**config.mk**
```make
export PLATFORM = sky130hd
export DESIGN_NAME = ir_remote_keypad_number_entry_core
export DESIGN_NICKNAME = d
export VERILOG_FILES = /design/src/hdl/ir_kp_pkg.sv /design/src/hdl/ir_kp_mac10.sv /design/src/hdl/ir_remote_keypad_number_entry_core.sv
export SDC_FILE = /design/constraint.sdc
export NUM_CORES = 1
export LEC_CHECK = 0
export BUFFER_PORTS_ARGS = -buffer_cell sky130_fd_sc_hd__buf_2
export CORE_MARGIN = 2
export CORE_UTILIZATION = 35
export CTS_BUF_LIST = sky130_fd_sc_hd__clkbuf_16
export DETAILED_ROUTE_END_ITERATION = 10
export GPL_TIMING_DRIVEN = 1
export HOLD_SLACK_MARGIN = 0.08
export MAX_ROUTING_LAYER = met4
export PLACE_DENSITY = 0.48
export SLEW_MARGIN = 10
export SYNTH_ARGS = -nofsm -noshare
export SYNTH_HDL_FRONTEND = slang
export SYNTH_SLANG_ARGS = --single-unit
```
**constraint.sdc**
```tcl
create_clock -name clk -period 6.7 [get_ports clk]
set_clock_uncertainty 0.2 [all_clocks]
set_input_delay 0.67 -clock clk [delete_from_list [all_inputs] [get_ports clk]]
set_output_delay 0.67 -clock clk [all_outputs]
set_load 0.1 [all_outputs]
```
**src/hdl/ir_kp_pkg.sv**
```systemverilog
// ---------------------------------------------------------------------------
// IR keypad package
// Key codes, thresholds and widths shared by the IR keypad blocks.
// ---------------------------------------------------------------------------
package ir_kp_pkg;

  localparam int CODE_W  = 32;
  localparam int KEY_W   = 4;
  localparam int US_W    = 17;
  localparam int COUNT_W = 4;
  localparam int VALUE_W = 31;
  localparam int NUM_KEYS = 12;

  typedef logic [CODE_W-1:0] code_t;
  typedef logic [KEY_W-1:0]  key_t;

  localparam key_t KEY_DELETE  = 4'd10;
  localparam key_t KEY_ENTER   = 4'd11;
  localparam key_t KEY_UNKNOWN = 4'd12;
  localparam key_t KEY_LAST    = 4'd11;

  // gap thresholds in microseconds: 1 ms, 2 ms, 3 ms
  localparam logic [US_W-1:0] US_1MS = 17'd1000;
  localparam logic [US_W-1:0] US_2MS = 17'd2000;
  localparam logic [US_W-1:0] US_3MS = 17'd3000;

  // entry k is the frame code of key k (digits, delete, enter)
  localparam code_t KEY_CODE [NUM_KEYS] = '{
    32'(-209228065),
    32'(-1749723041),
    32'(66219167),
    32'(-1474275809),
    32'(1106806847),
    32'(-433688129),
    32'(1382254079),
    32'(-158240897),
    32'(-936618033),
    32'(1817854287),
    32'(-661170801),
    32'(891055645)
  };

endpackage

```
**src/hdl/ir_kp_mac10.sv**
```systemverilog
// ---------------------------------------------------------------------------
// IR keypad times-ten accumulate
// Shared unit: result = acc * 10 + addend, modulo 2^32.
// ---------------------------------------------------------------------------
module ir_kp_mac10
  import ir_kp_pkg::*;
(
  input  code_t       acc,
  input  logic [3:0]  addend,
  output code_t       result
);

  // x*10 = x*8 + x*2
  assign result = (acc << 3) + (acc << 1) + CODE_W'(addend);

endmodule

```
**src/hdl/ir_remote_keypad_number_entry_core.sv**
```systemverilog
// ---------------------------------------------------------------------------
// IR remote keypad number entry core
// Decodes pulse-distance IR frames into keys and builds a decimal number.
// ---------------------------------------------------------------------------
// Input channel: one item per falling IR edge, in_interval_us = time since
// the previous edge. Gaps under 1 ms are dropped, 1-2 ms / 2-3 ms add a
// decimal 0 / 1 to the frame code, 3 ms or more closes the frame.
// Output channel: one item per closed frame with a nonzero code: key,
// number_ready/number_value (enter only), digits_held, digit_dropped.
// Steps: a bit edge updates the frame code while idle. A frame end runs the
// classifier over the key table, one compare per cycle, then an action step,
// then for enter a store read (ST_RD) and an accumulate through the shared
// times-ten unit (ST_ACC) per stored digit, then the output load (ST_EMIT).
// in_ready is high only while the sequencer is idle.
// If the receiver stalls, the finished item waits in the output register;
// the block keeps taking edges and stalls only when the next result is due.
// Reset (synchronous, active low) clears the frame code, digit count and the
// output valid; the digit store needs no clearing.
// ---------------------------------------------------------------------------
module ir_remote_keypad_number_entry_core
  import ir_kp_pkg::*;
#(
  parameter int MAX_DIGITS = 9
) (
  input  logic                      clk,
  input  logic                      rst_n,
  input  logic                      in_valid,
  output logic                      in_ready,
  input  logic [US_W-1:0]           in_interval_us,
  output logic                      out_valid,
  input  logic                      out_ready,
  output logic [KEY_W-1:0]          out_key,
  output logic                      out_number_ready,
  output logic signed [VALUE_W-1:0] out_number_value,
  output logic [COUNT_W-1:0]        out_digits_held,
  output logic                      out_digit_dropped
);

  localparam int IDX_W = (MAX_DIGITS > 1) ? $clog2(MAX_DIGITS) : 1;

  localparam logic [2:0] ST_IDLE = 3'd0;
  localparam logic [2:0] ST_CLS  = 3'd1;
  localparam logic [2:0] ST_ACT  = 3'd2;
  localparam logic [2:0] ST_RD   = 3'd3;
  localparam logic [2:0] ST_ACC  = 3'd4;
  localparam logic [2:0] ST_EMIT = 3'd5;

  logic [2:0]         state_r, state_nxt;
  code_t              frame_code_r, frame_code_nxt;
  code_t              code_r, code_nxt;
  key_t               kidx_r, kidx_nxt;
  key_t               key_r, key_nxt;
  logic [COUNT_W-1:0] count_r, count_nxt;
  logic [IDX_W-1:0]   idx_r, idx_nxt;
  code_t              acc_r, acc_nxt;
  logic               ready_r, ready_nxt;
  logic               dropped_r, dropped_nxt;
  logic [3:0]         rd_data_r;

  logic                      out_valid_r, out_valid_nxt;
  logic [KEY_W-1:0]          out_key_r, out_key_nxt;
  logic                      out_ready_flag_r, out_ready_flag_nxt;
  logic [VALUE_W-1:0]        out_value_r, out_value_nxt;
  logic [COUNT_W-1:0]        out_held_r, out_held_nxt;
  logic                      out_dropped_r, out_dropped_nxt;

  logic [3:0] store_mem [MAX_DIGITS];
  logic       store_we;

  code_t      mac_a, mac_y;
  logic [3:0] mac_b;

  ir_kp_mac10 u_mac10 (
    .acc    (mac_a),
    .addend (mac_b),
    .result (mac_y)
  );

  always_comb begin
    state_nxt          = state_r;
    frame_code_nxt     = frame_code_r;
    code_nxt           = code_r;
    kidx_nxt           = kidx_r;
    key_nxt            = key_r;
    count_nxt          = count_r;
    idx_nxt            = idx_r;
    acc_nxt            = acc_r;
    ready_nxt          = ready_r;
    dropped_nxt        = dropped_r;
    out_valid_nxt      = out_valid_r;
    out_key_nxt        = out_key_r;
    out_ready_flag_nxt = out_ready_flag_r;
    out_value_nxt      = out_value_r;
    out_held_nxt       = out_held_r;
    out_dropped_nxt    = out_dropped_r;
    store_we           = 1'b0;
    mac_a              = acc_r;
    mac_b              = rd_data_r;

    if (out_valid_r && out_ready) begin
      out_valid_nxt = 1'b0;
    end

    case (state_r)
      ST_IDLE: begin
        mac_a = frame_code_r;
        mac_b = (in_interval_us < US_2MS) ? 4'd0 : 4'd1;
        if (in_valid) begin
          if (in_interval_us < US_1MS) begin
            // sub-millisecond glitch: ignored
          end else if (in_interval_us < US_3MS) begin
            frame_code_nxt = mac_y;
          end else begin
            frame_code_nxt = '0;
            code_nxt       = frame_code_r;
            if (frame_code_r != '0) begin
              acc_nxt     = '0;
              ready_nxt   = 1'b0;
              dropped_nxt = 1'b0;
              kidx_nxt    = '0;
              state_nxt   = ST_CLS;
            end
          end
        end
      end
      ST_CLS: begin
        if (code_r == KEY_CODE[kidx_r]) begin
          key_nxt   = kidx_r;
          state_nxt = ST_ACT;
        end else if (kidx_r == KEY_LAST) begin
          key_nxt   = KEY_UNKNOWN;
          state_nxt = ST_ACT;
        end else begin
          kidx_nxt = kidx_r + 4'd1;
        end
      end
      ST_ACT: begin
        state_nxt = ST_EMIT;
        if (key_r < KEY_DELETE) begin
          if (count_r < COUNT_W'(MAX_DIGITS)) begin
            store_we  = 1'b1;
            count_nxt = count_r + 4'd1;
          end else begin
            dropped_nxt = 1'b1;
          end
        end else if (key_r == KEY_DELETE) begin
          if (count_r > 4'd1) begin
            count_nxt = count_r - 4'd1;
          end
        end else if (key_r == KEY_ENTER) begin
          ready_nxt = 1'b1;
          if (count_r == '0) begin
            acc_nxt = '1;
          end else begin
            idx_nxt   = '0;
            state_nxt = ST_RD;
          end
        end
      end
      ST_RD: begin
        state_nxt = ST_ACC;
      end
      ST_ACC: begin
        acc_nxt = mac_y;
        if (COUNT_W'(idx_r) + 4'd1 == count_r) begin
          count_nxt = '0;
          state_nxt = ST_EMIT;
        end else begin
          idx_nxt   = idx_r + IDX_W'(1);
          state_nxt = ST_RD;
        end
      end
      ST_EMIT: begin
        if (!out_valid_r || out_ready) begin
          out_valid_nxt      = 1'b1;
          out_key_nxt        = key_r;
          out_ready_flag_nxt = ready_r;
          out_value_nxt      = acc_r[VALUE_W-1:0];
          out_held_nxt       = count_r;
          out_dropped_nxt    = dropped_r;
          state_nxt          = ST_IDLE;
        end
      end
      default: begin
        state_nxt = ST_IDLE;
      end
    endcase
  end

  always_ff @(posedge clk) begin
    if (!rst_n) begin
      state_r      <= ST_IDLE;
      frame_code_r <= '0;
      count_r      <= '0;
      out_valid_r  <= 1'b0;
    end else begin
      state_r      <= state_nxt;
      frame_code_r <= frame_code_nxt;
      count_r      <= count_nxt;
      out_valid_r  <= out_valid_nxt;
    end
  end

  always_ff @(posedge clk) begin
    code_r           <= code_nxt;
    kidx_r           <= kidx_nxt;
    key_r            <= key_nxt;
    idx_r            <= idx_nxt;
    acc_r            <= acc_nxt;
    ready_r          <= ready_nxt;
    dropped_r        <= dropped_nxt;
    out_key_r        <= out_key_nxt;
    out_ready_flag_r <= out_ready_flag_nxt;
    out_value_r      <= out_value_nxt;
    out_held_r       <= out_held_nxt;
    out_dropped_r    <= out_dropped_nxt;
  end

  // digit store: one write port, registered read
  always_ff @(posedge clk) begin
    if (store_we) begin
      store_mem[count_r[IDX_W-1:0]] <= key_r;
    end
    if (state_r == ST_RD) begin
      rd_data_r <= store_mem[idx_r];
    end
  end

  assign in_ready          = (state_r == ST_IDLE);
  assign out_valid         = out_valid_r;
  assign out_key           = out_key_r;
  assign out_number_ready  = out_ready_flag_r;
  assign out_number_value  = out_value_r;
  assign out_digits_held   = out_held_r;
  assign out_digit_dropped = out_dropped_r;

endmodule

```
# --- Yosys cells after proc, flatten, opt, wreduce, memory -nomap -nowiden ---
# Memories as Yosys holds them, arrays and structs flattened. A register that Yosys moved wholly into a read port is not among the register bits.
# Cells that the tools add are included.
classes:
  order_cmp: 7
  n_mux: 68
  reduce_logical: 22
  eq_ne: 30
  n_addsub: 6
  bitwise: 3
ops:
  columns: ["op", "n"]
  rows:
  - ["$mux 31", 9]
  - ["$mux 32", 3]
  - ["$pmux 31 s3", 1]
  - ["$mux 4", 19]
  - ["$mux 3", 12]
  - ["$add 32x32->32", 1]
  - ["$add 32x4->32", 1]
  - ["$eq 32x32->1", 1]
  - ["$reduce_bool 32->1", 1]
  - ["$ne 2x2->1 const B", 15]
  - ["$pmux 4 s2", 3]
  - ["$mux 1", 18]
  - ["$pmux 3 s6", 1]
  - ["$lt 17x10->1 const B", 1]
  - ["$lt 17x11->1 const B", 1]
  - ["$lt 17x12->1 const B", 1]
  - ["$reduce_and 7->1", 2]
  - ["$add 4x1->4 const B", 3]
  - ["$eq 4x4->1 const B", 3]
  - ["$ne 3x3->1 const B", 4]
  - ["$reduce_and 6->1", 2]
  - ["$reduce_and 9->1", 1]
  - ["$lt 4x4->1 const B", 2]
  - ["$reduce_and 8->1", 1]
  - ["22 further kinds", 30]
word_totals:
  input_bits: 21
  regBits: 158
  ramBits: 36
  romBits: 512
  elab_cells: 154
  memories: 2
  output_inout_bits: 43
mem_list:
  columns: ["memory", "depth", "width", "read_ports", "rd_ports_with_merged_regs", "write_ports", "line_no", "source"]
  rows:
  - ["(no name shown)", 16, 32, 1, 0, 0, "ir_remote_keypad_number_entry_core.sv:127", "if (code_r == KEY_CODE[kidx_r]) begin"]
  - ["store_mem", 9, 4, 1, 1, 1, "ir_remote_keypad_number_entry_core.sv:67", "logic [3:0] store_mem [MAX_DIGITS];"]

# --- Logic depth before layout (Yosys ltp) ---
# Gate-level depths: netlist of run 1.
logic_depth:
  ltp_word: 7
  ltp_mapped: 17
  ltp_nobuf: 15

# --- Cells and area by module ---
# From an unflattened synthesis of run 1, not the netlist that was laid out.
unflattened:
  cells_unflattened: 997
  area_unflattened_um2: 11068.1
by_module_without_submodules:
  columns: ["module", "cells_each", "area_per_inst_um2", "n_inst", "seq_area_each_um2"]
  rows:
  - ["ir_remote_keypad_number_entry_core", 745, 9131.3, 1, 5575.3]
  - ["ir_kp_mac10", 252, 1936.9, 1, 0.0]

# --- Worst setup path after synthesis of run 1 ---
# No wires, ideal clock.
synth_timing:
  path_kind: "flip-flop to flip-flop"
  startpoint: "register state_r[2]"
  endpoint: "register acc_r[28] (data pin)"
  stages_incl_launch_ff: 16
  arrival_time_ns: 4.890
  setup_time_ns: 0.272
  path_slack_ns: 1.338
  synth_period_minus_slack_ns: 5.362
  required_time_ns: 6.228
  n_path_buf: 2
  cell_sequence: "dfxtp_1 -> nor3_1 -> clkbuf_1 -> buf_1 -> nand2b_1 -> fa_1 -> fa_1 -> and2b_1 -> o31ai_1 -> a31oi_1 -> a41oi_2 -> o31ai_2 -> a21oi_1 -> o21ai_0 -> xnor2_1 -> o21ai_0"
synth_via:
  elab_chain_cells: 5
  word_cells_on_any_way: 8
  cone_classes: "add/sub (2); eq/ne (2); mux (3); reduce/logical (1)"
synth_rtl:
  columns: ["element", "line_no", "source"]
  rows:
  - ["start, declared", "ir_remote_keypad_number_entry_core.sv:48", "logic [2:0] state_r, state_nxt;"]
  - ["start signal, assigned", "ir_remote_keypad_number_entry_core.sv:197", "state_r <= state_nxt;"]
  - ["$logic_not 3->1 (*)", null, null]
  - ["named net in_ready", "ir_remote_keypad_number_entry_core.sv:28", "output logic in_ready,"]
  - ["$mux 31", "ir_remote_keypad_number_entry_core.sv:104", "case (state_r)"]
  - ["$add 32x32->32", "ir_kp_mac10.sv:14", "assign result = (acc << 3) + (acc << 1) + CODE_W'(addend);"]
  - ["$add 32x4->32", "ir_kp_mac10.sv:14", null]
  - ["$pmux 31 s3 (*)", "ir_remote_keypad_number_entry_core.sv:104", null]
  - ["named net acc_nxt[28]", "ir_remote_keypad_number_entry_core.sv:55", "code_t acc_r, acc_nxt;"]
  - ["end signal, assigned", "ir_remote_keypad_number_entry_core.sv:209", "acc_r <= acc_nxt;"]
  - ["end, declared", "ir_remote_keypad_number_entry_core.sv:55", null]
# Mark *: on every way through the listed nets, which the timed path passes. The rest lies on a longest branch.
# A chain may end at the register's enable or synchronous reset.

# --- Worst setup path in the final report of run 1 ---
layout_timing:
  startpoint: "register state_r[2]"
  endpoint: "register acc_r[28] (data pin)"
layout_via:
  elab_chain_cells: 5
  word_cells_on_any_way: 8
  cone_classes: "add/sub (2); eq/ne (2); mux (3); reduce/logical (1)"
layout_rtl:
  columns: ["element", "line_no"]
  rows:
  - ["$logic_not 3->1", "ir_remote_keypad_number_entry_core.sv:104"]
  - ["$mux 31", "ir_remote_keypad_number_entry_core.sv:104"]
  - ["$add 32x32->32", "ir_kp_mac10.sv:14"]
  - ["$add 32x4->32", "ir_kp_mac10.sv:14"]
  - ["$pmux 31 s3 (*)", "ir_remote_keypad_number_entry_core.sv:104"]
  - ["named net acc_nxt[28]", "ir_remote_keypad_number_entry_core.sv:55"]
# Marks and branches as above.

==> impl_summary.log, run 1 <==
INFO  metric floorplan.die_area = about 32000 um2
INFO  metric post-route-period-util = approximately three quarters
INFO  metric post-cts-setup-buffers = 0
INFO  metric fillers = ~2.9k
INFO  metric boundaryPins = 64
INFO  metric met3_usage = around 2%
INFO  metric switchingPower = 1.50 mW
INFO  metric cts.sink_count = ~200
INFO  metric static-leakage-power = 4.49 nW
INFO  metric power.density_cell_area = 340 nW/um2
INFO  metric rows = 63
INFO  metric cts.root.buffer_cell = sky130_fd_sc_hd__clkbuf_16
INFO  metric synth_area_leaders = sky130_fd_sc_hd__edfxtp_1, sky130_fd_sc_hd__ha_1, sky130_fd_sc_hd__dfxtp_1, sky130_fd_sc_hd__o21ai_0, sky130_fd_sc_hd__mux2_2
INFO  metric largest_family_of_logic_cells_by_synthesized_area = compound AO/OA/AOI/OAI gates
INFO  metric via_per_inst = between 5 and 6
INFO  metric p_clk_share = 24.7%
INFO  metric fmax = a little under 0.2 GHz
INFO  metric seq_power_share = about two fifths
INFO  metric synth.mux.area_fraction = under 10%
INFO  metric netlist_instances = ~910
INFO  metric synth-adder-area-share = roughly 8.9%
INFO  metric power.share.combinational = between 30 and 40%
INFO  metric antenna_found_initial = 0
INFO  metric drive_gt1_share = approximately 16%
INFO  metric status = finished, final reports clean
INFO  metric drt_first_pass_iters = 4
INFO  metric die_w = between 150 and 200 um
INFO  metric hpwlAfterDp = ~18000 um
INFO  metric grt_pass1_wl = just under 40000 um
INFO  metric hold-worst-slack = 0.255 ns
INFO  metric max_cap_violations = 0
INFO  metric synth-xor-area-share = ~5.4%
INFO  metric synthArstFlopShare = 0%
INFO  metric cts.path.max_buffers = 2
INFO  metric critical_path.max_fanout = 40
INFO  metric htree_num_levels = 4
INFO  metric floorplan.core_area = 29600 um2
INFO  metric finalWorstPathRequiredPeriod = 5.07 ns
INFO  metric final_estimated_routing_congestion_in_global_placement = about 0.82
INFO  metric path_class = reg -> reg
INFO  metric post_synth_most_frequent_cells = sky130_fd_sc_hd__edfxtp_1, sky130_fd_sc_hd__nand2_1, sky130_fd_sc_hd__ha_1
INFO  metric finalNetCount = between 1k and 1.5k
INFO  metric buffer_ports.inserted = 60
INFO  metric drcViolationCount = 0
INFO  metric grt.busiest_layer = met2
INFO  metric post_synth_and_or_nand_nor_area_fraction = around 12%
INFO  metric worstHoldPathType = reg -> reg
INFO  metric first_iter_violations = 420
INFO  metric gr-total-overflow = 0
INFO  metric syn_area_per_cell = approximately 12 um2
INFO  metric grt_use_total = ~17%
INFO  metric use_met1 = a little under a quarter
INFO  metric grt_setup_unrepaired = false
INFO  metric synth_seq_area_share = 52.6%
INFO  metric synth_top_flop_cell = sky130_fd_sc_hd__edfxtp_1
INFO  metric maxSlewHeadroom = 26.2%
INFO  metric cp-start-kind = flip-flop
INFO  metric finalSetupViolations = 0
INFO  metric final_number_of_hold_violating_endpoints = 0
INFO  metric netlist-cell-type-count = 74
INFO  metric tritoncts = yes
INFO  metric areaGrowthSynthToFinish = 11.9%
INFO  metric route.final.wire_length = about 25000 um
INFO  metric worst_ep_required_time = approximately 6.7 ns
INFO  metric vias = between 7k and 8k
INFO  metric ys_seq_elements = 198
INFO  metric timing.final.max_slew_violations = 0
INFO  metric internal_power_contribution = roughly 2.5 mW
INFO  metric worst_endpoint_data_arrival_time = between 5 and 6 ns
INFO  metric effective_utilization_at_floorplan = about 36%
INFO  metric cts.reportedPaths.clkPinSlew = 0.07 ns
INFO  metric drt-wirelength-per-cell = about 18 um
INFO  metric grt_start_max_net_pins = between 40 and 50
INFO  metric share_of_the_synthesized_area_in_the_top_cell_type = approximately 45%
INFO  metric first_global_vias = about 6.9k
INFO  metric critPathCaptureType = flip-flop
INFO  metric antenna_cells = 0
INFO  metric num_cts_buffers = 17
INFO  metric floorplan.die.height = approximately 180 um
INFO  metric synthesis.nets = ~1k
INFO  metric groute.layer.met2.usage = between 20% and 30%
INFO  metric synth_compound_gate_area_share = 12.6%
INFO  metric timing_worst_slew_pin_value = approximately 1.1 ns
INFO  metric synthMostInstantiatedCell = sky130_fd_sc_hd__edfxtp_1
INFO  metric tns = 0 ns
INFO  metric post-route-util = about 40%
INFO  metric yosysWarnings = 0
INFO  metric max-vdd-ir-drop = ~160 uV
INFO  metric cts-resized-gates = 0
INFO  metric post_synth_instance_area = roughly 11000 um2
INFO  metric design_power_total = roughly 4 mW
INFO  metric clk_latency = approximately 0.44 ns
INFO  metric yosys.area.top_type = sky130_fd_sc_hd__edfxtp_1
INFO  metric cts_hold_buffers = 0
INFO  metric antenna_violating_nets_post_route = 0
INFO  metric switch_share = 37.3%
INFO  metric synth_edf_count = about 160
-- state kept, by name (all words and copies together) (netlist names) --
name and count:
store_mem 36, code_r 32, frame_code_r 32, acc_r 31, out_number_value 31, count_r 4
idx_r 4, key_r 4, kidx_r 4, out_digits_held 4, out_key 4, rd_data_r 4
state_r 3, dropped_r 1, out_digit_dropped 1, out_number_ready 1, out_valid 1, ready_r 1
-- power groups by stage --
stage / Combinational [mW] / Sequential [mW] / Clock (mW)
floorplan: 1.13 / 1.57 / 0
global placement: 1.43 / 1.64 / 0
detailed placement: 1.43 / 1.63 / 0
CTS: 1.43 / 1.61 / 1.01
global route: 1.59 / 1.62 / 1.06
finish: 1.42 / 1.60 / 0.990
-- cell type report --
cell class	instances	area, um2	area share [%]
clock buffer	17	425	3.61
multi-input combinational	657	4780	40.5
tap	390	488	4.14
timing repair buffer	65	338	2.86
clock inverter	15	140	1.19
sequential	198	5550	47.0
inverter	20	75.1	0.637
-- worst max-delay path, cell delays in order (launching register included) --
cell and delay (ns):
sky130_fd_sc_hd__dfxtp_1 0.44, sky130_fd_sc_hd__nor3_2 0.21, sky130_fd_sc_hd__buf_4 0.49, sky130_fd_sc_hd__mux2_2 0.42
sky130_fd_sc_hd__inv_1 0.08, sky130_fd_sc_hd__fa_1 0.46, sky130_fd_sc_hd__fa_1 0.49, sky130_fd_sc_hd__and2b_1 0.24
sky130_fd_sc_hd__o31ai_1 0.10, sky130_fd_sc_hd__a31oi_1 0.23, sky130_fd_sc_hd__a41oi_2 0.22, sky130_fd_sc_hd__o31ai_2 0.41
sky130_fd_sc_hd__a21oi_1 0.24, sky130_fd_sc_hd__o21ai_0 0.26, sky130_fd_sc_hd__xnor2_1 0.19, sky130_fd_sc_hd__o21ai_0 0.10
-- layout by cell type, fill, tap and decap left out, drive strengths merged, types with 11 or more instances in the layout --
cell | Yosys | routed
a21oi | 42 | 42
nor2 | 45 | 45
nor3 | 15 | 15
clkbuf | 19 | 17
or3 | 15 | 15
nand3 | 11 | 11
dfxtp | 40 | 40
and2 | 14 | 14
xnor2 | 39 | 39
inv | 19 | 26
mux2 | 31 | 31
xor2 | 26 | 26
o21ai | 82 | 82
ha | 72 | 72
edfxtp | 158 | 158
nand4 | 11 | 11
buf | 17 | 65
a31oi | 12 | 12
a21boi | 15 | 15
nor4 | 13 | 13
nor2b | 16 | 16
nand2 | 91 | 91
-- path summary, 6_finish.rpt --
path	slack (ns)	start	cells past startpoint	to
worst min-delay path	0.25	acc_r[20]	0	out_number_value[20]
worst max-delay path	1.63	state_r[2]	15	acc_r[28]
worst max register to register	1.63	state_r[2]	15	acc_r[28]
worst min register to register	0.25	acc_r[20]	0	out_number_value[20]
-- per-layer routing --
metal / share of wire, % / wire [um]
met1: 50 / 12500
met2: 47 / 11900
met3: 2.3 / 587
met4: 0.92 / 232
met5: 0 / 0
-- kinds of logic (layout without fill, tap and decap cells) --
family | after synthesis | count (layout)
and+or+nand+nor | 260 | 260
AOI/OAI and AO/OA | 210 | 210
DFF | 198 | 198
adders and majority gates | 74 | 74
xor gates and xnor gates | 65 | 65
buffers and inverters | 56 | 117
muxes | 48 | 48
-- stage by stage --
stage               instance area (um2)  worst slack (ns)  std cells
finish                            11800              1.63       1362
detailed placement                11200              1.59       1330
global route                      11800              1.26       1362
global placement                  11200              1.59       1330
floorplan                         10500              1.34        911
CTS                               11800              1.59       1362
(Power assumes the default switching activity.)
==> inputs of run 2 (changes only) <==
--- a/config.mk
+++ b/config.mk
@@ -5,6 +5,7 @@
 export SDC_FILE = /design/constraint.sdc
 export NUM_CORES = 1
 export LEC_CHECK = 0
+export ABC_AREA = 1
 export BUFFER_PORTS_ARGS = -buffer_cell sky130_fd_sc_hd__buf_2
 export CORE_MARGIN = 2
 export CORE_UTILIZATION = 35
@@ -13,7 +14,7 @@
 export GPL_TIMING_DRIVEN = 1
 export HOLD_SLACK_MARGIN = 0.08
 export MAX_ROUTING_LAYER = met4
-export PLACE_DENSITY = 0.48
+export PLACE_DENSITY = 0.49
 export SLEW_MARGIN = 10
 export SYNTH_ARGS = -nofsm -noshare
 export SYNTH_HDL_FRONTEND = slang
==> constraint.sdc (replaced) <==
create_clock -name clk -period 4.3 [get_ports clk]
set_clock_uncertainty 0.2 [all_clocks]
set_input_delay 0.43 -clock clk [delete_from_list [all_inputs] [get_ports clk]]
set_output_delay 0.43 -clock clk [all_outputs]
set_load 0.1 [all_outputs]
==> run 2 against run 1 <==
Synthesized cell count is 46% higher. Sequential cell count stayed put. Clock power is 65% higher. Combinational power is 94% lower. Cell area is 8.2% higher. Global-route usage is 2.9 points higher. Power is 6.0% lower. Critical path depth is 1 lower. Count of clock-buffer cells in the layout stayed put. Cell count is 33% higher. Maximum frequency is 26% higher. Critical endpoint is now acc_r[22]. Largest power group unchanged. Highest routed layer unchanged.
==> impl_summary.log, run 2 <==
INFO  metric max_cap_violations = 0 (unchanged)
INFO  metric timing.final.max_slew_violations = 0 (unchanged)
INFO  metric cts.sink_count = 198 (unchanged)
INFO  metric finalSetupViolations = 0 (unchanged)
INFO  metric finalWorstPathRequiredPeriod = 4.02 ns (-1.05 ns)
INFO  metric pre_cts_ws = 0.338 ns (-1.25 ns)
INFO  metric critPathCaptureType = flip-flop
INFO  metric grt_start_max_net_pins = 38 (-7.3%)
INFO  metric yosys.area.top_type = sky130_fd_sc_hd__edfxtp_1
INFO  metric worst_ep_required_time = 4.29 ns (-2.37 ns)
INFO  metric dr_wl_met2 = 15000 um (+26%)
INFO  metric finalNonFillerCells = 1811 (+33%)
INFO  metric buffer_ports.inserted = 60 (unchanged)
INFO  metric post-route-period-util = 93.5% (+18 points)
INFO  metric seqCellArea = 5550 um2 (unchanged)
INFO  metric power.share.combinational = 2.1% (-33 points)
INFO  metric maxSlewHeadroom = 26.2% (about the same)
INFO  metric via_per_inst = 5.03 (-2.9%)
INFO  metric route.final.wire_length = 31700 um (+26%)
INFO  metric p_clk_share = 43.2% (+19 points)
INFO  metric internal_power_contribution = 2.90 mW (+16%)
INFO  metric max-vdd-ir-drop = 258 uV (+61%)
INFO  metric power.density_cell_area = 296 nW/um2 (-13%)
INFO  metric grt_use_total = 19.7% (+2.9 points)
INFO  metric antenna_violating_nets_post_route = 0 (unchanged)
INFO  metric floorplan.die.height = 184 um (+3.6%)
INFO  metric synth_area_leaders = sky130_fd_sc_hd__edfxtp_1, sky130_fd_sc_hd__nand2_1, sky130_fd_sc_hd__ha_1, sky130_fd_sc_hd__dfxtp_1, sky130_fd_sc_hd__inv_1
INFO  metric wl_met1 = 15500 um (+24%)
INFO  metric synthArstFlopShare = 0% (unchanged)
INFO  metric floorplan.die_area = 33900 um2 (+7.4%)
INFO  metric slowest_stage = sky130_fd_sc_hd__o21ai_0
INFO  metric die_w = 184 um (+3.6%)
INFO  metric synth_seq_area_share = 48.9% (-3.7 points)
INFO  metric post_synth_instance_area = 11300 um2 (+7.6%)
INFO  metric netlist_instances = 1332 (+46%)
INFO  metric cp-start-kind = flip-flop
INFO  metric tritoncts = yes
INFO  metric antenna_cells = 0 (unchanged)
INFO  metric wl_met3 = 847 um (+44%)
INFO  metric tns = 0 ns (unchanged)
INFO  metric rows = 65 (+3.2%)
INFO  metric critical_path.max_fanout = 23 (-43%)
INFO  metric htree_num_levels = 4 (unchanged)
INFO  metric switchingPower = 866 uW (-42%)
INFO  metric path_class = reg -> reg
INFO  metric drcViolationCount = 0 (unchanged)
INFO  metric synth_edf_count = 158 (unchanged)
INFO  metric synthesis.nets = 1427 (+42%)
INFO  metric floorplan.core_area = 31700 um2 (+7.0%)
INFO  metric drt_first_pass_iters = 5 (+1)
INFO  metric hpwlAfterDp = 23700 um (+30%)
INFO  metric grt_setup_unrepaired = false
INFO  metric static-leakage-power = 5.65 nW (+26%)
INFO  metric post-route-cell-area = 12800 um2 (+8.2%)
INFO  metric status = finished, final reports clean
INFO  metric worstHoldPathType = reg -> reg
INFO  metric cts-resized-gates = 0 (unchanged)
INFO  metric worstPathCellList = nor2_2, nand2_1, buf_4, o21ai_0, ha_1, ha_1, a21oi_1, o21a_1, nor2_1, nor2_1, nand3_1, or2_2, nand3_1, nand2_1
INFO  metric antenna_found_initial = 0 (unchanged)
INFO  metric fillers = 3279 (+11%)
INFO  metric post_synth_most_frequent_cells = sky130_fd_sc_hd__nand2_1, sky130_fd_sc_hd__edfxtp_1, sky130_fd_sc_hd__inv_1
INFO  metric clk_latency = 0.46 ns (+0.02 ns)
INFO  metric first_iter_violations = 632 (+50%)
INFO  metric fmax = 0.249 GHz (+26%)
INFO  metric drt-wirelength-per-cell = 17.5 um (-5.3%)
INFO  metric synth_top_flop_cell = sky130_fd_sc_hd__edfxtp_1
INFO  metric cts.path.max_buffers = 2 (unchanged)
INFO  metric vias = 9107 (+29%)
INFO  metric synthMostInstantiatedCell = sky130_fd_sc_hd__nand2_1
INFO  metric grt_pass1_wl = 49500 um (+24%)
INFO  metric dp.cells = 1777 (+34%)
INFO  metric final_estimated_routing_congestion_in_global_placement = 0.918 (+12%)
INFO  metric areaGrowthSynthToFinish = 12.5%
INFO  metric syn_area_per_cell = 8.52 um2 (-26%)
INFO  metric finalNetCount = 1491 (+41%)
INFO  metric drive_gt1_share = 10.5% (-5.4 points)
INFO  metric placed_area = 12100 um2 (+8.2%)
INFO  metric multi_input_comb_area = 5190 um2 (+8.6%)
INFO  metric route.top_layer_used = met4
INFO  metric num_cts_buffers = 17 (unchanged)
INFO  metric seq_power_share = 54.8% (+15 points)
INFO  metric post-route-util = 40.2% (+0.42 points)
INFO  metric yosysWarnings = 0 (unchanged)
INFO  metric share_of_the_synthesized_area_in_the_top_cell_type = 41.8% (-3.2 points)
INFO  metric most_common_library_cell_in_the_layout_ignoring_fill_and_taps = sky130_fd_sc_hd__nand2_1
INFO  metric ys_seq_elements = 198 (unchanged)
INFO  metric final.setup.worst_slack = 0.281 ns (-1.35 ns)
INFO  metric final_number_of_hold_violating_endpoints = 0 (unchanged)
INFO  metric worst_endpoint_data_arrival_time = 4.01 ns (-1.02 ns)
INFO  metric timing_worst_slew_pin_value = 1.10 ns (+0.000153 ns)
INFO  metric max_stage_delay = 0.47 ns (-0.02 ns)
INFO  metric cts.reportedPaths.clkPinSlew = 0.08 ns (about the same)
INFO  metric cts.root.buffer_cell = sky130_fd_sc_hd__clkbuf_16
INFO  metric boundaryPins = 64 (unchanged)
INFO  metric first_global_vias = 8709 (+26%)
INFO  metric netlist-cell-type-count = 46 (-38%)
INFO  metric mostFrequentLayoutCells = sky130_fd_sc_hd__nand2_1, sky130_fd_sc_hd__edfxtp_1, sky130_fd_sc_hd__inv_1, sky130_fd_sc_hd__nor2_1, sky130_fd_sc_hd__nand3_1
INFO  metric effective_utilization_at_floorplan = 35.8% (+0.19 points)
INFO  metric gr-total-overflow = 0 (unchanged)
INFO  metric largest_reg_flops = 36 (unchanged)
INFO  metric switch_share = 23.0% (-14 points)
run 2: changes by cell type after synthesis, moves of 31 or more:
cell and delta:
sky130_fd_sc_hd__nand2_1 +305, sky130_fd_sc_hd__inv_1 +100, sky130_fd_sc_hd__nand3_1 +78, sky130_fd_sc_hd__nor2_1 +72
sky130_fd_sc_hd__a21oi_1 +43, sky130_fd_sc_hd__xnor2_1 -32, sky130_fd_sc_hd__mux2_2 -31
run 2: final timing paths:
path	from	endpoint	slack, ns	cells past startpoint
min	acc_r[23]	out_number_value[23]	0.25	0
max reg2reg	state_r[0]	acc_r[22]	0.28	14
max	state_r[0]	acc_r[22]	0.28	14
min reg2reg	acc_r[23]	out_number_value[23]	0.25	0
run 2: worst max-delay path, delay by kind of cell, from the launching register on:
kind	cells	cell delay [ns]
and+or+nand+nor	8	1.25
AOI/OAI and AO/OA	3	0.93
adders and majority gates	2	0.69
DFF	1	0.34
buffers and inverters	1	0.33
run 2: routing by layer:
layer	vias to the layer above	track usage [%]
met4	0	4.42
met5	-	-
met3	17	2.81
met2	137	31.5
li1	4637	-
met1	4316	26.7
run 2: cells by family after synthesis:
| family | Yosys count | synth area share [%] |
|---|---|---|
| AOI/OAI and AO/OA | 172 | 8.20 |
| xor gates and xnor gates | 26 | 2.07 |
| adders and majority gates | 74 | 8.29 |
| buffers and inverters | 158 | 5.52 |
| DFF | 198 | 48.9 |
| and+or+nand+nor | 704 | 27.0 |
run 2: what timing repair did:
action,in CTS,in global routing
setup buffers,0,0
hold buffers,2,0
hold endpoints to repair,3,0
run 2: final cells by class:
cell class / count / area share (%)
Clock buffer: 17 / 3.33
Clock inverter: 15 / 1.30
Inverter: 125 / 3.68
Multi-Input combinational cell: 976 / 40.7
Sequential cell: 198 / 43.5
Tap cell: 402 / 3.94
Timing Repair Buffer: 78 / 3.55
run 2: power by group through the flow:
stage | combinational [mW] | clock, mW | sequential (mW)
final | 0.0782 | 1.63 | 2.06
after global routing | 0.0877 | 1.74 | 2.07
after CTS | 0.0784 | 1.67 | 2.07
after detailed placement | 0.0772 | 0 | 2.11
after global placement | 0.0766 | 0 | 2.11
after floorplan | 0.0478 | 0 | 2.10
run 2: metrics by stage:
stage / hold WS, ns / power [mW]
6_report: 0.252 / 3.77
5_1_grt: 0.264 / 3.89
4_1_cts: 0.252 / 3.81
3_5_place_dp: 0.234 / 2.19
3_3_place_gp: 0.237 / 2.19
2_1_floorplan: 0.200 / 2.15
==> inputs of run 3 (changes only) <==
--- a/config.mk
+++ b/config.mk
@@ -14,7 +14,7 @@
 export GPL_TIMING_DRIVEN = 1
 export HOLD_SLACK_MARGIN = 0.08
 export MAX_ROUTING_LAYER = met4
-export PLACE_DENSITY = 0.49
+export PLACE_DENSITY = 0.51
 export SLEW_MARGIN = 10
 export SYNTH_ARGS = -nofsm -noshare
 export SYNTH_HDL_FRONTEND = slang
==> run 3 against run 2 <==
Cell count decreased by 0.17%. Die area unchanged. Power increased by 2.4%. Register-to-register slack improved by 0.23 ns. Sequential cell count unchanged. Largest power group unchanged. Routed wire length decreased by 1.7%. Count of clock-buffer cells in the layout unchanged. Non-clock buffer count decreased by 3.
==> impl_summary.log, run 3 (synthesized netlist as in run 2, its figures left out) <==
INFO  metric route.final.wire_length = 31100 um (-1.7%)
INFO  metric worst_ep_required_time = 4.30 ns (about the same)
INFO  metric max-vdd-ir-drop = 267 uV (+3.5%)
INFO  metric worst_endpoint_data_arrival_time = 3.79 ns (-0.22 ns)
INFO  metric grt_pass1_wl = 48500 um (-1.9%)
INFO  metric static-leakage-power = 5.66 nW (+0.27%)
INFO  metric mostFrequentLayoutCells = sky130_fd_sc_hd__nand2_1, sky130_fd_sc_hd__edfxtp_1, sky130_fd_sc_hd__inv_1, sky130_fd_sc_hd__nor2_1, sky130_fd_sc_hd__nand3_1
INFO  metric timing_worst_slew_pin_value = 0.786 ns (-0.319 ns)
INFO  metric drive_gt1_share = 10.5% (-0.049 points)
INFO  metric post-cts-setup-buffers = 0 (unchanged)
INFO  metric boundaryPins = 64 (unchanged)
INFO  metric critical_path.max_fanout = 12 (-48%)
INFO  metric internal_power_contribution = 2.97 mW (+2.4%)
INFO  metric regToRegStartpoint = state_r[1]
INFO  metric tns = 0 ns (unchanged)
INFO  metric effective_utilization_at_floorplan = 35.8% (unchanged)
INFO  metric floorplan.die.height = 184 um (unchanged)
INFO  metric num_cts_buffers = 17 (unchanged)
INFO  metric hold_path_start = out_ready
INFO  metric tritoncts = yes
INFO  metric drt-wirelength-per-cell = 17.2 um (-1.5%)
INFO  metric cp-startpoint = state_r[1]
INFO  metric switch_share = 22.9% (about the same)
INFO  metric cts.sink_count = 198 (unchanged)
INFO  metric seq_power_share = 53.5% (-1.3 points)
INFO  metric htree_num_levels = 4 (unchanged)
INFO  metric antenna_violating_nets_post_route = 0 (unchanged)
INFO  metric first_iter_violations = 587 (-7.1%)
INFO  metric timing.final.max_slew_violations = 0 (unchanged)
INFO  metric floorplan.die_area = 33900 um2 (unchanged)
INFO  metric max_cap_violations = 0 (unchanged)
INFO  metric design_power_total = 3.86 mW (+2.4%)
INFO  metric power.density_cell_area = 303 nW/um2 (+2.4%)
INFO  metric floorplan.core_area = 31700 um2 (unchanged)
INFO  metric fillers = 3239 (-1.2%)
INFO  metric switchingPower = 885 uW (+2.3%)
INFO  metric grt_setup_unrepaired = false
INFO  metric vias = 9245 (+1.5%)
INFO  metric critPathCaptureType = flip-flop
INFO  metric gr-total-overflow = 0 (unchanged)
INFO  metric largest_reg_flops = 36 (unchanged)
INFO  metric fmax = 0.264 GHz (+6.1%)
INFO  metric grt_use_total = 19.4% (-0.40 points)
INFO  metric finalSetupViolations = 0 (unchanged)
INFO  metric rows = 65 (unchanged)
INFO  metric antenna_cells = 0 (unchanged)
INFO  metric antenna_found_initial = 0 (unchanged)
INFO  metric cts.root.buffer_cell = sky130_fd_sc_hd__clkbuf_16
INFO  metric post-route-period-util = 88.1% (-5.3 points)
INFO  metric grt_start_max_net_pins = 35 (-7.9%)
INFO  metric via_per_inst = 5.11 (+1.7%)
INFO  metric cp-start-kind = flip-flop
INFO  metric finalNetCount = 1488 (-0.20%)
INFO  metric clk_latency = 0.46 ns (about the same)
INFO  metric drcViolationCount = 0 (unchanged)
INFO  metric hold-worst-slack = 0.107 ns (-0.144 ns)
INFO  metric first_global_vias = 8856 (+1.7%)
INFO  metric areaGrowthSynthToFinish = 12.5% (unchanged)
INFO  metric maxSlewHeadroom = 47.2% (+21 points)
INFO  metric hpwlAfterDp = 23400 um (-1.6%)
INFO  metric die_w = 184 um (unchanged)
INFO  metric final_estimated_routing_congestion_in_global_placement = 0.897 (-2.3%)
INFO  metric worstHoldPathType = in -> reg
INFO  metric status = finished, final reports clean
INFO  metric buffer_ports.inserted = 60 (unchanged)
INFO  metric cts.path.max_buffers = 2 (unchanged)
INFO  metric drt_first_pass_iters = 5 (unchanged)
INFO  metric power.share.combinational = 2.0% (about the same)
INFO  metric final_number_of_hold_violating_endpoints = 0 (unchanged)
INFO  metric cts.reportedPaths.clkPinSlew = 0.08 ns (about the same)
INFO  metric finalWorstPathRequiredPeriod = 3.79 ns (-0.230 ns)
INFO  metric p_clk_share = 44.5% (+1.3 points)
INFO  metric path_class = reg -> reg
INFO  metric most_common_library_cell_in_the_layout_ignoring_fill_and_taps = sky130_fd_sc_hd__nand2_1
[run 3: changes by cell type in the layout (fill, tap and decap cells not counted), sizes merged]
cell / change
buf: -2
bufinv: +1
clkinv: +2
clkinvlp: -5
dlygate4sd3: -1
inv: +2
[run 3: final timing paths]
path,cells past startpoint,slack [ns],to
worst min register to register,0,0.26,out_number_value[26]
worst max-delay path,16,0.51,acc_r[28]
worst min-delay path,4,0.11,out_valid
worst max register to register,16,0.51,acc_r[28]
[run 3: layer usage]
| layer | GRT usage, % | part of all wire, % |
|---|---|---|
| met3 | 2.65 | 3.3 |
| met1 | 25.3 | 48 |
| met4 | 5.82 | 1.8 |
| met5 | - | 0 |
| met2 | 31.3 | 47 |
[run 3: stage by stage]
step	cell area (um2)	std cells	util, %	setup slack [ns]
floorplan	11300	1332	-	0.0353
global placement	12100	1775	38.2	0.398
detailed placement	12100	1775	38.2	0.365
CTS	12800	1808	40.2	0.331
global route	12800	1808	40.2	0.0647
finish	12800	1808	40.2	0.511
[run 3: cell type report]
class                      count  area, um2  area share [%]
clock buffer                  17        425            3.33
tap                          402        503            3.94
inverter                     125        469            3.68
multi-input combinational    976       5190            40.7
sequential                   198       5550            43.5
clock inverter                15        206            1.62
timing repair buffer          75        415            3.26
[run 3: worst max-delay path: stages, from the launching register on]
cell and delay (ns):
sky130_fd_sc_hd__dfxtp_1 0.35, sky130_fd_sc_hd__nor2_2 0.15, sky130_fd_sc_hd__nand2_2 0.20, sky130_fd_sc_hd__o21ai_0 0.30, sky130_fd_sc_hd__inv_1 0.10, sky130_fd_sc_hd__fa_1 0.54
sky130_fd_sc_hd__fa_1 0.48, sky130_fd_sc_hd__nand3b_1 0.17, sky130_fd_sc_hd__nand2_1 0.17, sky130_fd_sc_hd__a21oi_1 0.16, sky130_fd_sc_hd__o21ai_0 0.18, sky130_fd_sc_hd__buf_4 0.16
sky130_fd_sc_hd__nand3b_1 0.11, sky130_fd_sc_hd__nand2_1 0.09, sky130_fd_sc_hd__nand2_1 0.06, sky130_fd_sc_hd__nand3_1 0.07, sky130_fd_sc_hd__nand2_1 0.05
[run 3: timing repair]
item                       4_1_cts  5_1_grt
setup endpoints to repair        0        2
resized for setup                0        1
hold buffers                     1        0
hold endpoints to repair         1        0
[run 3: power by group through the flow]
stage,clock network (mW),logic [mW],registers (mW)
after CTS,1.75,0.0776,2.06
after detailed placement,0,0.0766,2.11
after global routing,1.83,0.0857,2.07
after floorplan,0,0.0478,2.10
final,1.72,0.0768,2.06
after global placement,0,0.0761,2.11
